$ cat src/hw/rtl/ose_pkg.sv
// Package with the types and constants of the operand stack engine.
`timescale 1ns / 1ps

package ose_pkg;

   localparam int DefaultStackDepth = 256;
   localparam int DataWidth         = 32;
   localparam int PosWidth          = 9;
   localparam int KindWidth         = 3;
   localparam int StatusWidth       = 2;
   localparam int PairWidth         = PosWidth - 1;
   localparam int ReqDataWidth      = 48;
   localparam int RspDataWidth      = 48;

   typedef enum logic [KindWidth-1:0] {
      KIND_PUSH    = 3'd0,
      KIND_PEEK    = 3'd1,
      KIND_POP_N   = 3'd2,
      KIND_POP_TOP = 3'd3,
      KIND_REPLACE = 3'd4,
      KIND_REVERSE = 3'd5,
      KIND_SWAP    = 3'd6,
      KIND_CLEAR   = 3'd7
   } kind_type;

   typedef enum logic [StatusWidth-1:0] {
      ST_OK       = 2'd0,
      ST_RANGE    = 2'd1,
      ST_OVERFLOW = 2'd2
   } status_type;

   typedef enum logic [2:0] {
      S_IDLE,
      S_EXEC,
      S_RD_WAIT,
      S_RD_HI,
      S_WR_LO,
      S_WR_HI,
      S_HOLD
   } state_type;

   // One finished result word as handed from the sequencer to the output register.
   typedef struct packed {
      logic [DataWidth-1:0] data;
      logic [PosWidth-1:0]  depth;
      status_type           status;
   } result_type;

endpackage

$ cat src/hw/rtl/ose_outreg.sv
// Output register of the result channel.
`timescale 1ns / 1ps

module ose_outreg
   import ose_pkg::*;
(
   input  logic                    clock,
   input  logic                    reset,
   input  logic                    load,
   input  result_type              res,
   output logic                    free,
   output logic                    rsp_tvalid,
   input  logic                    rsp_tready,
   output logic [RspDataWidth-1:0] rsp_tdata
);

   logic       valid_ff;
   logic       valid_in;
   result_type res_ff;

   // The register can take a word when empty or when its word leaves now.
   assign free = !valid_ff || rsp_tready;

   always_comb begin
      valid_in = valid_ff;
      if (load) begin
         valid_in = 1'b1;
      end else if (rsp_tready) begin
         valid_in = 1'b0;
      end
   end

   always_ff @(posedge clock) begin
      if (reset) begin
         valid_ff <= 1'b0;
      end else begin
         valid_ff <= valid_in;
      end
   end

   always_ff @(posedge clock) begin
      if (load) begin
         res_ff <= res;
      end
   end

   assign rsp_tvalid = valid_ff;
   assign rsp_tdata  = RspDataWidth'({res_ff.status, res_ff.depth, res_ff.data});

endmodule

$ cat config.mk
export PLATFORM = sky130hd
export DESIGN_NAME = ose_outreg
export DESIGN_NICKNAME = d
export VERILOG_FILES = /design/src/hw/rtl/ose_pkg.sv /design/src/hw/rtl/ose_outreg.sv
export SDC_FILE = /design/constraint.sdc
export NUM_CORES = 1
export LEC_CHECK = 0
export BUFFER_PORTS_ARGS = -buffer_cell sky130_fd_sc_hd__buf_2
export CAP_MARGIN = 0
export CELL_PAD_IN_SITES_DETAIL_PLACEMENT = 1
export CELL_PAD_IN_SITES_GLOBAL_PLACEMENT = 2
export CORE_ASPECT_RATIO = 0.8
export CORE_MARGIN = 2
export CORE_UTILIZATION = 23
export CTS_CLUSTER_SIZE = 20
export DETAILED_ROUTE_END_ITERATION = 8
export PLACE_DENSITY = 0.81
export SKIP_CTS_REPAIR_TIMING = 1
export SLEW_MARGIN = 40
export SYNTH_ARGS = -nofsm -noshare
export SYNTH_HDL_FRONTEND = slang
export SYNTH_SLANG_ARGS = --single-unit
$ cat constraint.sdc
create_clock -name clock -period 0.8 [get_ports clock]
set_input_delay 0 -clock clock [delete_from_list [all_inputs] [get_ports clock]]
set_output_delay 0 -clock clock [all_outputs]
set_load 0.05 [all_outputs]
Word-level counts from Yosys, hierarchy flattened
Cells that the tools add are included.
- register bits after elaboration: 44
- output and inout bits: 50
- reductions and logical operators: 3
- muxes and demuxes: 2
- operators with widths (cell ; count):
    1-bit 2-to-1 mux ; 2
    2-bit nonzero test ; 1
    1-bit logical NOT ; 1
    1-bit logical OR ; 1

Longest topological paths before layout
Gate-level depths: netlist (run 1).
- depth after elaboration: 2
- gate-level depth with buffers: 2
- depth with buffers taken out: 2

Least setup slack after synthesis (run 1)
Ideal clock, no wire load.
- path type: flip-flop to flip-flop
- start: register, netlist name rsp_tvalid
- end: register valid_ff, in the netlist rsp_tvalid
- data required time: 0.733 ns
- path buffers: 0
- arrival: 1.037 ns
- path slack: -0.304 ns
- clock period less this slack: 1.104 ns
- stages on the path, launching flop included: 3
- cell sequence: dfxtp_1 -> nand2b_4 -> a21oi_2
- RTL lines (what ; RTL line ; source):
    end signal: assignment ; ose_outreg.sv:37 ; valid_ff <= valid_in;
    end: declaration ; ose_outreg.sv:17 ; logic valid_ff;

Worst setup path in the final report (run 1)
- start: register res_ff, in the netlist rsp_tdata[38]
- end: output port rsp_tdata[38]
- RTL lines (what ; RTL line ; source):
    start: declaration ; ose_outreg.sv:19 ; result_type res_ff;
    start signal: assignment ; ose_outreg.sv:43 ; res_ff <= res;
    end: declaration ; ose_outreg.sv:14 ; output logic [RspDataWidth-1:0] rsp_tdata
No word-level cell between the ends.

==> key figures, run 1 <==
Outcome
  – Status: complete, but fails checks
  – Failing checks: hold timing, setup timing

Routing
  – Via count: 1023
  – Residual DRC: 0
  – DRT Wirelength: 3710 um
  – Mean routed wirelength per cell: 13.4 um
  – Antenna-violating nets left: 0
  – Vias/cell: 3.69
  – Initial drt markers: 23
  – DRT Pass-1 Iters: 4

Worst setup path
  – Crit path capture type: output pin
  – Crit-path slowest cell: edfxtp_1
  – CP cell instances: buf_6
  – Crit-path max FO: 1
  – WP buf/inv: 1
  – Crit path DAT: 860 ps
  – Required @ worst endpoint: 800 ps
  – WS Path Type: reg -> out
  – Worst setup SP type: register
  – CP top delay family: flip-flops
  – CP max stage delay: 410 ps

Synth
  – Cells after Synth: 53
  – Synthesized area per cell: 26.0 um2
  – Distinct cells, synth: 7
  – Yosys reg bits: 44
  – Yosys warning count: 0
  – Seq/Total Area, Yosys: 95.1%
  – Syn Std Cell Area: 1380 um2

Timing
  – Final setup fails: 45
  – Hold_ws: -2.47 ps
  – Minimum clock period: 864 ps
  – Post-route setup slack: -64.3 ps
  – RSZ-0062 raised after global routing: yes
  – Endpoints failing hold: 1
  – Layout Skew: 0 ps
  – Slew Viols, Final: 0
  – Final period util: 108%
  – Max Freq: 1160 MHz

Finish
  – Most frequent cells in the layout: buf_2, dlygate4sd3_1, buf_6, edfxtp_1
  – Nets: 243
  – Share of cells above drive strength 1: 52.0%
  – Most common cell after layout, fill and taps aside: buf_2
  – Post-layout util: 47.2%
  – # diodes: 0
  – Area delta synth->final: 100%

GRT
  – First-pass GRT wire length: 4220 um
  – Vias in the first global route: 872
  – Pin count of the biggest net entering global routing: 26
  – Initial antenna violation count: 0
  – Gr usage total: 8.50%
  – GRT overflow: 0

Pwr
  – Peak VDD IR: 0.846 mV
  – Total power: 5.53 mW
  – Power Dens Cells: 2000 nW/um2
  – Leakage: 1.16 nW

Floorplanning
  – Core area: 5850 um2
  – Row cnt: 25
  – Starting density of the core: 23.6%
  – Die height: 73.3 um
  – Die area: 6630 um2
  – Die W: 90.6 um
  – Boundary pin count: 97

Placement
  – Hpwl dp: 2350 um
  – # port buffers: 91
  – Dpl ws: 153 ps
  – GP Congestion: 0.657

Clock tree
  – CTS Buf Count: 5
  – Clk buf depth: 2
  – TritonCTS clock tree: yes
  – Clock slew at reported path FFs: 80 ps
  – Skew-Pair Late Insertion Delay: 280 ps
  – Clock Sink Count: 44
  – Root buf cell: clkbuf_8
  – Htree depth: 2

Worst hold path
  – Worst hold path class: in -> reg

Run
  – Maxcap violations: 0
synth_stat cells:
cell	instances	area share (%)
buf_4	5	2.7
conb_1	1	0.27
edfxtp_1	43	94
inv_1	1	0.27
dfxtp_1	1	1.5
nand2b_4	1	1.0
a21oi_2	1	0.64
registers in the layout, indices dropped and copies added, names as in the netlist:
| name | cells |
|---|---|
| rsp_tdata | 43 |
| rsp_tvalid | 1 |
final cells by class:
type	count	area, um2
fillers	582	3090
flip-flops and latches	44	1320
repair buffers	137	1220
well taps	81	101
clock buffers	6	72.6
multi-input cells	7	41.3
clock inverters	1	5.00
inverters	1	3.75
path summary, 6_finish.rpt:
path	startpoint	endpoint	slack [ps]	cells after the start
hold reg to reg	rsp_tvalid	rsp_tvalid	510	2
setup / recovery	rsp_tdata[38]	rsp_tdata[38]	-60	1
setup reg to reg	rsp_tvalid	rsp_tvalid	190	2
hold / removal	rsp_tready	rsp_tvalid	-2	3
stage by stage:
step / instance area [um2] / cells / TNS, ps / hold slack [ps]
after floorplan: 1400 / 57 / 0 / 53.3
after detailed placement: 1960 / 226 / 0 / 157
after global placement: 1960 / 226 / 0 / 151
after CTS: 2030 / 233 / -3890 / -152
final: 2760 / 277 / -1700 / -2.47
after global routing: 2760 / 277 / -3640 / -11.7
cell families after synthesis:
family / Yosys count / synth area share, %
DFF: 44 / 95.1
and+or+nand+nor: 1 / 0.998
buffers and inverters: 6 / 2.99
AOI/OAI and AO/OA: 1 / 0.635
other: 1 / 0.272
layer usage:
layer  GRT usage (%)  routed length [um]  vias to the layer above
li1                -                   -                      475
met1            9.70                1300                      495
met2            13.9                2060                       50
met3            4.92                 329                        3
met4            2.05                  14                        0
met5               0                   0                        -
report_power, final:
group / internal, mW / switching, mW
clock network: 0.594 / 0.683
registers: 2.73 / 0.0868
logic: 0.572 / 0.866
total: 3.90 / 1.64
Note: power is estimated with default switching activity, not from simulation.
==> run 2, diff against run 1 <==
PLACE_DENSITY = 0.77   (was 0.81)
RECOVER_POWER = 100   (was default)
==> run 2 against run 1 <==
  * The flow still finishes with violations (hold timing, setup timing)
  * Cell area decreased by 0.91%
  * Clock power up 3%
  * Fmax fell by 3.7%
  * Routed wire length rose by 4.2%
  * Critical path type unchanged
  * Critical endpoint unchanged
  * Largest power group unchanged
==> key figures, run 2 (synthesis gave the netlist of run 1 again) <==
Placement
  – Placed cells: 226
  – # port buffers: 91
  – GP Congestion: 0.670
  – Placed Area: 1960 um2

Timing
  – Max-Slew Margin vs Limit: 57.2%
  – Final period util: 112%
  – Final setup fails: 45
  – Minimum clock period: 898 ps
  – Hold_ws: -18.5 ps
  – Setup TNS: -2110 ps
  – Max Freq: 1110 MHz
  – Layout Skew: 0 ps
  – Tightest Pin Transition: 643 ps
  – Slew Viols, Final: 0
  – Endpoints failing hold: 1
  – Post-route setup slack: -97.7 ps
  – RSZ-0062 raised after global routing: yes

Worst setup path
  – Worst setup SP type: register
  – WP buf/inv: 1
  – CP endpoint: rsp_tdata[38]
  – R2R Path Start: rsp_tvalid
  – CP cell instances: buf_6
  – CP top delay family: flip-flops
  – Crit path DAT: 900 ps
  – Worst r2r dst: rsp_tvalid
  – Worst R2R Setup Slack: 200 ps
  – Crit-path max FO: 1
  – CP Launch Point: rsp_tdata[38]
  – Crit-path slowest cell: edfxtp_1
  – R2R cell count: 2
  – WS Path Type: reg -> out
  – CP Depth: 1
  – Required @ worst endpoint: 800 ps
  – CP max stage delay: 430 ps
  – Crit path capture type: output pin

Routing
  – DRT Wirelength: 3860 um
  – Via count: 1040
  – Initial drt markers: 70
  – Vias/cell: 3.74
  – Residual DRC: 0
  – Mean routed wirelength per cell: 13.9 um
  – Antenna-violating nets left: 0
  – DRT Pass-1 Iters: 4

Pwr
  – Power Dens Cells: 2030 nW/um2
  – Peak VDD IR: 0.952 mV
  – Leakage: 1.15 nW

Clock tree
  – Htree depth: 2
  – CTS Buf Count: 5
  – Skew-Pair Late Insertion Delay: 290 ps
  – Clock slew at reported path FFs: 80 ps
  – Clock Sink Count: 44
  – TritonCTS clock tree: yes
  – Root buf cell: clkbuf_8
  – Clk buf depth: 2

Floorplanning
  – Die W: 90.6 um
  – Die area: 6630 um2
  – Core area: 5850 um2
  – Starting density of the core: 23.6%
  – Die height: 73.3 um
  – Row cnt: 25
  – Boundary pin count: 97

Finish
  – Most common cell after layout, fill and taps aside: dlygate4sd3_1
  – Area delta synth->final: 98.4%
  – Nets: 243
  – Fin area: 2740 um2
  – Post-Layout Cell Count: 278
  – # diodes: 0
  – Most frequent cells in the layout: dlygate4sd3_1, buf_2, buf_6, edfxtp_1
  – Max reg flops: 43
  – Share of cells above drive strength 1: 50.8%
  – FILL cells: 584

Outcome
  – Status: complete, but fails checks
  – Failing checks: hold timing, setup timing

GRT
  – Initial antenna violation count: 0
  – GRT overflow: 0
  – Vias in the first global route: 915
  – First-pass GRT wire length: 4570 um
  – Gr usage total: 9.35%
  – Pin count of the biggest net entering global routing: 27

Run
  – Maxcap violations: 0

Worst hold path
  – Worst hold path class: in -> reg
-- run 2: area by class of cell --
class                   instances  area [um2]  area share (%)
clock buffers                   5        68.8            2.52
clock inverters                 3        13.8           0.503
inverters                       1        3.75           0.137
multi-input cells               7        41.3            1.51
flip-flops and latches         44        1320            48.1
well taps                      81         101            3.71
repair buffers                137        1190            43.5
-- run 2: metrics by stage --
step / util, % / power, mW / setup slack [ps]
floorplan: - / 3.56 / 15.9
global placement: 33.5 / 3.86 / 159
detailed placement: 33.5 / 3.88 / 146
CTS: 34.9 / 5.22 / -178
global route: 46.8 / 5.79 / -125
finish: 46.8 / 5.56 / -97.7
-- run 2: layer usage --
layer / vias to the layer above / share of wire (%) / global-route usage [%]
met5: - / 0 / 0
met4: 0 / 0.96 / 4.10
met3: 7 / 8.9 / 4.21
met2: 59 / 55 / 14.5
met1: 497 / 35 / 11.4
li1: 477 / - / -
-- run 2: how the worst min path moves through the flow --
stage / end / slack [ps] / start / cells after the start
floorplan: rsp_tvalid / 50 / reset / 1
global placement: rsp_tvalid / 150 / reset / 2
detailed placement: rsp_tvalid / 160 / reset / 2
CTS: rsp_tvalid / -160 / reset / 2
global route: rsp_tvalid / -20 / rsp_tready / 3
finish: rsp_tvalid / -20 / rsp_tready / 3
-- run 2: power by group --
| part | internal [mW] | switching, mW |
|---|---|---|
| Clock | 0.593 | 0.725 |
| Combinational | 0.556 | 0.864 |
| Sequential | 2.73 | 0.0873 |
-- run 2: worst min-delay path: cells and delay by family --
| family | cells | cell delay [ps] |
|---|---|---|
| AOI/OAI and AO/OA | 1 | 40 |
| buffers and inverters | 1 | 70 |
| and+or+nand+nor | 1 | 120 |
==> run 3, diff against run 2 <==
ABC_AREA = 1   (was default)
==> run 3 against run 2 <==
  * The run still ends with hold timing, setup timing left
  * Synthesized area shrank 0.27%
  * Cell count unchanged
  * Sequential power is essentially flat
  * Sequential share of layout area about the same
  * Combinational power about the same
  * Count of clock-buffer cells in the layout is the same
  * Core utilization barely moved
  * Global-route usage is 0.34 points lower
  * Hold slack about the same
  * Critical path depth unchanged
  * Power decreased by 0.86%
  * Critical path type unchanged
  * Critical endpoint is now rsp_tdata[36]
==> key figures, run 3 <==
Pwr
  – Power Dens Cells: 2020 nW/um2
  – Peak VDD IR: 0.755 mV
  – Leakage: 1.15 nW

Worst setup path
  – Worst r2r dst: rsp_tvalid
  – Crit-path slowest cell: edfxtp_1
  – Crit path DAT: 880 ps
  – Worst R2R Setup Slack: 210 ps
  – CP top delay family: flip-flops
  – Required @ worst endpoint: 800 ps
  – Worst setup SP type: register
  – Crit-path max FO: 1
  – R2R Path Start: rsp_tvalid
  – CP max stage delay: 410 ps
  – WP buf/inv: 1
  – R2R cell count: 2
  – CP cell instances: buf_6
  – Crit path capture type: output pin
  – WS Path Type: reg -> out

Timing
  – Max Freq: 1140 MHz
  – Hold_ws: -18.7 ps
  – Endpoints failing hold: 1
  – Post-route setup slack: -79.5 ps
  – Final period util: 110%
  – Slew Viols, Final: 0
  – Minimum clock period: 880 ps
  – RSZ-0062 raised after global routing: yes
  – Layout Skew: 0 ps
  – Final setup fails: 45

Run
  – Maxcap violations: 0

Finish
  – FILL cells: 604
  – Fin area: 2730 um2
  – Share of cells above drive strength 1: 50.3%
  – Area delta synth->final: 98.8%
  – Post-Layout Cell Count: 278
  – Most frequent cells in the layout: dlygate4sd3_1, buf_2, buf_6, edfxtp_1
  – Nets: 244
  – # diodes: 0
  – Max reg flops: 43

Synth
  – Post-synth top cells: edfxtp_1, buf_4, inv_1
  – Synth area leader: edfxtp_1
  – Yosys reg bits: 44
  – Syn Std Cell Area: 1380 um2
  – Seq/Total Area, Yosys: 95.4%
  – Count leader, synth: edfxtp_1
  – Post-synthesis compound-gate area fraction: 0.637%
  – Mux contribution to synthesized area: 0%
  – Ys async rst share: 0%
  – Synth Flop Type: edfxtp_1
  – Adder-cell share of the synthesized area: 0%
  – Distinct cells, synth: 7
  – Cells after Synth: 54
  – Main combinational cell family by area after synthesis: buffers and inverters
  – Synthesized area per cell: 25.5 um2
  – Ranking of synthesized cells by area: edfxtp_1, buf_4, dfxtp_1
  – Top cell type's share of synthesized area: 93.9%
  – Post-synth EDFFs: 43
  – Synth Area in XOR/XNOR: 0%
  – Synth Area in Simple Gates: 0.455%
  – Yosys warning count: 0

GRT
  – Pin count of the biggest net entering global routing: 29
  – GRT overflow: 0
  – Met3 Use GR: 3.93%
  – Vias in the first global route: 863
  – Top Usage Layer GRT: met2
  – GRT met2 Usage: 15.8%
  – Gr usage total: 9.00%
  – First-pass GRT wire length: 4360 um
  – GRT met1 Usage: 9.77%
  – Initial antenna violation count: 0

Placement
  – GP Congestion: 0.660
  – Placed Area: 1960 um2
  – Placed cells: 227
  – # port buffers: 91

Outcome
  – Status: complete, but fails checks
  – Failing checks: hold timing, setup timing

Floorplanning
  – Die height: 73.2 um
  – Starting density of the core: 23.5%
  – Die area: 6620 um2
  – Die W: 90.4 um
  – Core area: 5850 um2
  – Boundary pin count: 97
  – Row cnt: 25

Clock tree
  – Clk buf depth: 2
  – TritonCTS clock tree: yes
  – Htree depth: 2
  – Root buf cell: clkbuf_8
  – Clock slew at reported path FFs: 80 ps
  – Clock Sink Count: 44
  – CTS Buf Count: 5
  – Skew-Pair Late Insertion Delay: 290 ps

Worst hold path
  – Worst hold path class: in -> reg
  – Worst hold start: rsp_tready
  – Hold path depth: 4
  – Worst Hold Path EP: rsp_tvalid

Routing
  – Antenna-violating nets left: 0
  – Vias/cell: 3.64
  – Initial drt markers: 26
  – DRT Pass-1 Iters: 3
  – Mean routed wirelength per cell: 13.4 um
  – Residual DRC: 0
  – Via count: 1011
  – DRT Wirelength: 3740 um
-- run 3: cells by family (layout without fill, tap and decap cells) --
logic type | Yosys count | after routing
flops | 44 | 44
buf+inv | 7 | 146
other cells | 1 | 5
compound gates | 1 | 1
simple gates | 1 | 1
-- run 3: worst max-delay path by stage --
stage / from / endpoint / slack (ps) / depth (start not counted)
final: rsp_tdata[36] / rsp_tdata[36] / -80 / 1
after global routing: rsp_tdata[36] / rsp_tdata[36] / -110 / 1
after CTS: rsp_tvalid / free / -170 / 2
after detailed placement: load / rsp_tdata[8] / 140 / 2
after global placement: load / rsp_tdata[10] / 150 / 2
after floorplan: rsp_tvalid / rsp_tvalid / 20 / 2
-- run 3: cell type report --
| cell class | count | area (um2) | share of cell area [%] |
|---|---|---|---|
| Inverter | 2 | 7.51 | 0.275 |
| Timing Repair Buffer | 137 | 1190 | 43.7 |
| Clock buffer | 5 | 68.8 | 2.52 |
| Tap cell | 81 | 101 | 3.71 |
| Clock inverter | 2 | 7.51 | 0.275 |
| Sequential cell | 44 | 1320 | 48.1 |
| Multi-Input combinational cell | 7 | 38.8 | 1.42 |
-- run 3: metrics by stage --
| step | TNS [ps] | setup WS [ps] | hold WS, ps | total power, mW | utilization, % |
|---|---|---|---|---|---|
| final | -1990 | -79.5 | -18.7 | 5.51 | 46.7 |
| after global routing | -3520 | -114 | -13.2 | 5.71 | 46.7 |
| after CTS | -4200 | -171 | -160 | 5.15 | 34.8 |
| after detailed placement | 0 | 137 | 153 | 3.88 | 33.5 |
| after global placement | 0 | 146 | 151 | 3.87 | 33.5 |
| after floorplan | 0 | 21.7 | 53.3 | 3.56 | - |
-- run 3: power breakdown --
group          switching (mW)  internal [mW]
sequential             0.0868           2.73
combinational           0.866          0.556
clock                   0.692          0.577
-- run 3: layer usage --
metal,part of all wire [%],vias to the layer above
li1,-,478
met1,35,473
met2,57,55
met3,6.1,5
met4,1.1,0
met5,0,-
